`config.mk`:
```
export PLATFORM = sky130hd
export DESIGN_NAME = bfir_ctrl
export DESIGN_NICKNAME = d
export VERILOG_FILES = /design/src/sv/bfir_pkg.sv /design/src/sv/bfir_ctrl.sv
export SDC_FILE = /design/constraint.sdc
export NUM_CORES = 1
export LEC_CHECK = 0
export BUFFER_PORTS_ARGS = -buffer_cell sky130_fd_sc_hd__buf_2
export CORE_MARGIN = 2
export CORE_UTILIZATION = 35
export DETAILED_ROUTE_END_ITERATION = 6
export PLACE_DENSITY = 0.64
export SLEW_MARGIN = 0
export SYNTH_ARGS = -nofsm -noshare
export SYNTH_HDL_FRONTEND = slang
export SYNTH_SLANG_ARGS = --single-unit
```
`constraint.sdc`:
```
create_clock -name clock -period 1.85 [get_ports clock]
set_input_delay 0.37 -clock clock [delete_from_list [all_inputs] [get_ports clock]]
set_output_delay 0.37 -clock clock [all_outputs]
set_load 0.02 [all_outputs]
```
`src/sv/bfir_pkg.sv`:
```
// Shared types and constants for the box filter image rescaler.
// No dependencies.
package bfir_pkg;
   localparam int SizeWidth = 9;
   localparam int PixWidth = 24;
   localparam logic COMMAND_LOAD = 1'b0;
   localparam logic COMMAND_COMPUTE = 1'b1;
   localparam logic [1:0] CSR_SOURCE_WIDTH = 2'd0;
   localparam logic [1:0] CSR_SOURCE_HEIGHT = 2'd1;
   localparam logic [1:0] CSR_TARGET_WIDTH = 2'd2;
   localparam logic [1:0] CSR_TARGET_HEIGHT = 2'd3;
   localparam logic [7:0] ALPHA_OPAQUE = 8'd255;

   typedef struct packed {
      logic [7:0] red;
      logic [7:0] green;
      logic [7:0] blue;
   } rgb_type;

   // controller to datapath
   typedef struct packed {
      logic load;        // write store
      logic start;       // latch destination, begin box bounds division
      logic bound_step;  // one restoring divider step on all four bounds
      logic bound_fix;   // widen and clip boxes
      logic walk_first;  // set cursors to box origin, clear sums
      logic walk_read;   // issue store read, advance cursor
      logic walk_acc;    // accumulate read data
      logic avg_start;   // begin channel division
      logic avg_step;    // one channel divider step
   } cmd_type;

   // datapath to controller
   typedef struct packed {
      logic box_empty;
      logic walk_last;
   } stat_type;
endpackage

```
`src/sv/bfir_ctrl.sv`:
```
// Controller state machine: sequences loads, bounds, box walk and means.
// Depends on bfir_pkg.
module bfir_ctrl #(
   parameter int SUM_BITS = 24
) (
   input  logic clock,
   input  logic reset,
   input  logic req_valid,
   input  logic req_command,
   output logic req_ready,
   output logic rsp_valid,
   input  logic rsp_ready,
   output logic csr_ready,
   input  bfir_pkg::stat_type stat,
   output bfir_pkg::cmd_type cmd
);
   localparam logic [2:0] ST_IDLE = 3'd0;
   localparam logic [2:0] ST_BOUND = 3'd1;
   localparam logic [2:0] ST_FIX = 3'd2;
   localparam logic [2:0] ST_WALK = 3'd3;
   localparam logic [2:0] ST_DRAIN = 3'd4;
   localparam logic [2:0] ST_AVG = 3'd5;
   localparam logic [2:0] ST_DONE = 3'd6;
   localparam int StepW = $clog2(SUM_BITS + 1) + 1;

   logic [2:0] state_ff, state_in;
   logic [StepW-1:0] step_ff, step_in;
   logic accept;

   assign req_ready = (state_ff == ST_IDLE);
   assign csr_ready = (state_ff == ST_IDLE);
   assign rsp_valid = (state_ff == ST_DONE);
   assign accept = req_valid && req_ready;

   always_comb begin
      state_in = state_ff;
      step_in = step_ff;
      cmd = '0;
      case (state_ff)
         ST_IDLE: begin
            if (accept && req_command == bfir_pkg::COMMAND_LOAD) begin
               cmd.load = 1'b1;
            end else if (accept) begin
               cmd.start = 1'b1;
               step_in = '0;
               state_in = ST_BOUND;
            end
         end
         ST_BOUND: begin
            cmd.bound_step = 1'b1;
            step_in = step_ff + StepW'(1);
            if (step_ff == StepW'(17)) state_in = ST_FIX;
         end
         ST_FIX: begin
            cmd.bound_fix = 1'b1;
            state_in = ST_WALK;
            step_in = '0;
         end
         ST_WALK: begin
            // first cycle sets cursors; then one read per cycle
            if (step_ff == '0) begin
               cmd.walk_first = 1'b1;
               step_in = StepW'(1);
               if (stat.box_empty) state_in = ST_DONE;
            end else begin
               cmd.walk_read = 1'b1;
               if (step_ff == StepW'(2)) cmd.walk_acc = 1'b1;
               step_in = StepW'(2);
               if (stat.walk_last) state_in = ST_DRAIN;
            end
         end
         ST_DRAIN: begin
            cmd.walk_acc = 1'b1;
            state_in = ST_AVG;
            step_in = '0;
         end
         ST_AVG: begin
            if (step_ff == '0) begin
               cmd.avg_start = 1'b1;
            end else begin
               cmd.avg_step = 1'b1;
            end
            step_in = step_ff + StepW'(1);
            if (step_ff == StepW'(SUM_BITS)) state_in = ST_DONE;
         end
         ST_DONE: begin
            if (rsp_ready) state_in = ST_IDLE;
         end
         default: state_in = ST_IDLE;
      endcase
   end

   always_ff @(posedge clock) begin
      if (reset) begin
         state_ff <= ST_IDLE;
         step_ff <= '0;
      end else begin
         state_ff <= state_in;
         step_ff <= step_in;
      end
   end
endmodule
```
==> metrics <==
status=finished with violations; failing checks=negative setup slack; top_reg_cell synth=dfxtp_1; Floorplan Core Area=0.00190 mm^2; num ports=19; synth unique cells=33; Psw=0.295 mW; Port Buffers=18; first-pass GRT wire length=3130 um; Mapped Avg Cell Area=7.88 um^2; die footprint=0.00233 mm^2; top cells by area, synth=dfxtp_1, ha_1, nor2_1; worst rel slew slack=0.655; Hold WC Path Type=in2reg; Post-synth EDFFs=0; Int Pwr=0.438 mW; n_diodes=0; CP Max Fanout=6; Congestion Overflow GR=0; maxcap violations=0; Synth Instances=87; initial antenna violation count=0; flops & latches, synth=9; Synth top area share=0.263; warnings from Yosys=0; post-DR vias/cell=5.28; Starting DRT DRC Count=10; PwrDens=720 mW/mm^2; register share of total power=0.330; worst setup margin=-0.135 ns; crit path DAT=1.62 ns; via count=787; number of nets with antenna violations after routing=0; Least-Margin Pin Slew=0.512 ns; drt total wl=2040 um; Final setup violation count=4; peak supply drop=0.385 mV; combinational share of power=0.448; Final Power=0.732 mW; Final Slew Violations=0; die width=48.3 um; gr usage total=0.195; area leader, netlist=dfxtp_1; Layout Area Growth over Synthesis=48.4%; WL/cell=13.7 um; Net count, final=134; Post-synth top cells=nor2_1, dfxtp_1, nand2_1; Setup crit start kind=register; CTS root buffer=clkbuf_4; Syn Std Cell Area=686 um^2; Final Cycle Share=1.07; Max Freq=504 MHz; sequential cell area fraction in the yosys report=0.263; DP HPWL=1230 um; RSZ-0062 raised after global routing=yes; Clk Latency, worst-skew pair=0.27 ns; Syn Nets=98; Pre-Repair DR Iteration Count=4; most numerous cell in the Yosys netlist=nor2_1; Clk pwr share=0.222; WS Path Type=reg2out; clk buf depth=2; TritonCTS Buffers=3; endpoint class of the critical path=primary output; row cnt=16; layout cells sized above 1=0.484; Die Y=48.3 um; Switching Share=0.402; largest net degree at the start of global routing=13; CTS tree=done; # clock sinks=9; RePlAce Congestion=0.879; Placement Setup Slack=0.128 ns; Initial Util=0.361; # DRC=0; Clock transition at path regs=0.07 ns; clk_skew=0.00454 ns; final worst path period need=1.99 ns; Max H-tree Level=1; Critical Path RT=1.48 ns; vias in the first global route=719; Pleak=0.482 nW; asr flop ratio synth=0; Final Hold Viols=0
final timing paths:
path	from	to	slack, ns	depth (start not counted)
min	reset	state_ff[0]	0.35	2
max reg2reg	step_ff[1]	step_ff[1]	0.10	11
max	step_ff[3]	cmd[2]	-0.14	6
min reg2reg	step_ff[1]	step_ff[1]	0.56	2
kinds of logic after synthesis:
logic type / after synthesis / share of synthesized area
adders and majority gates: 4 / 0.0730
AOI/OAI and AO/OA: 18 / 0.197
and+or+nand+nor: 44 / 0.367
xor gates and xnor gates: 4 / 0.0511
DFF: 9 / 0.263
buffers and inverters: 8 / 0.0493
metal layers:
| metal | routed length (um) | up-vias | track usage | share of wire |
|---|---|---|---|---|
| met2 | 1090 | 20 | 0.337 | 0.54 |
| li1 | - | 387 | - | - |
| met5 | 0 | - | 0 | 0 |
| met3 | 68 | 10 | 0.0481 | 0.033 |
| met1 | 808 | 370 | 0.220 | 0.40 |
| met4 | 72 | 0 | 0.0973 | 0.035 |
sequential cells by signal, summed over array words and instances, names as in the netlist:
name      cells
state_ff      3
step_ff       6
critical path, cell delays in order, from the launching register on:
cell and delay, ns:
dfxtp_4 0.37, nor4_4 0.36, nand2_2 0.12, nand2_2 0.09, inv_2 0.04, a32o_2 0.24, buf_6 0.13
stage by stage:
stage	utilization	setup TNS (ns)	hold WS, ns	instances	instance area [um^2]
final	0.535	-0.383	0.348	149	1020
after global placement	0.446	0	0.575	135	848
after detailed placement	0.446	0	0.575	135	848
after floorplan	-	0	0.439	87	691
after CTS	0.514	-0.0618	0.344	149	977
after global routing	0.535	-0.568	0.344	149	1020
repair_timing:
item | in CTS | in global routing
hold buffers | 0 | 0
gates cloned | 0 | 0
gates resized for setup | 11 | 17
pin swaps | 4 | 3
endpoints found under the setup margin | 3 | 8
setup buffers | 10 | 0
cell type report:
type / instances / area, um^2
fill: 178 / 885
multi-input combinational: 70 / 502
timing repair buffer: 35 / 243
sequential: 9 / 198
tap: 27 / 33.8
clock buffer: 4 / 26.3
inverter: 4 / 15.0
power groups by stage:
stage	Combinational (mW)	Clock [mW]	Sequential [mW]
after floorplan	0.207	0	0.229
after global routing	0.361	0.176	0.245
final	0.328	0.162	0.242
after detailed placement	0.279	0	0.243
after CTS	0.307	0.167	0.238
after global placement	0.278	0	0.243
cell usage in the layout, fill, tap and decap left out, types with 2 or more instances in the layout:
cell	netlist	final
buf_4	1	17
buf_2	0	14
nor2_1	13	12
nand2_1	8	6
xor2_1	4	4
buf_6	0	4
dfxtp_4	0	4
inv_1	4	3
and3_1	4	3
o21ai_0	3	3
nand3_1	3	3
and3_2	3	3
a21oi_1	3	3
ha_1	4	3
clkbuf_4	0	3
dfxtp_1	9	3
nand2_2	0	2
nand3b_1	2	2
nor3b_1	2	2
and3b_1	2	2
a221oi_1	2	2
dfxtp_2	0	2
No activity file was read; power rests on OpenSTA's default activity.
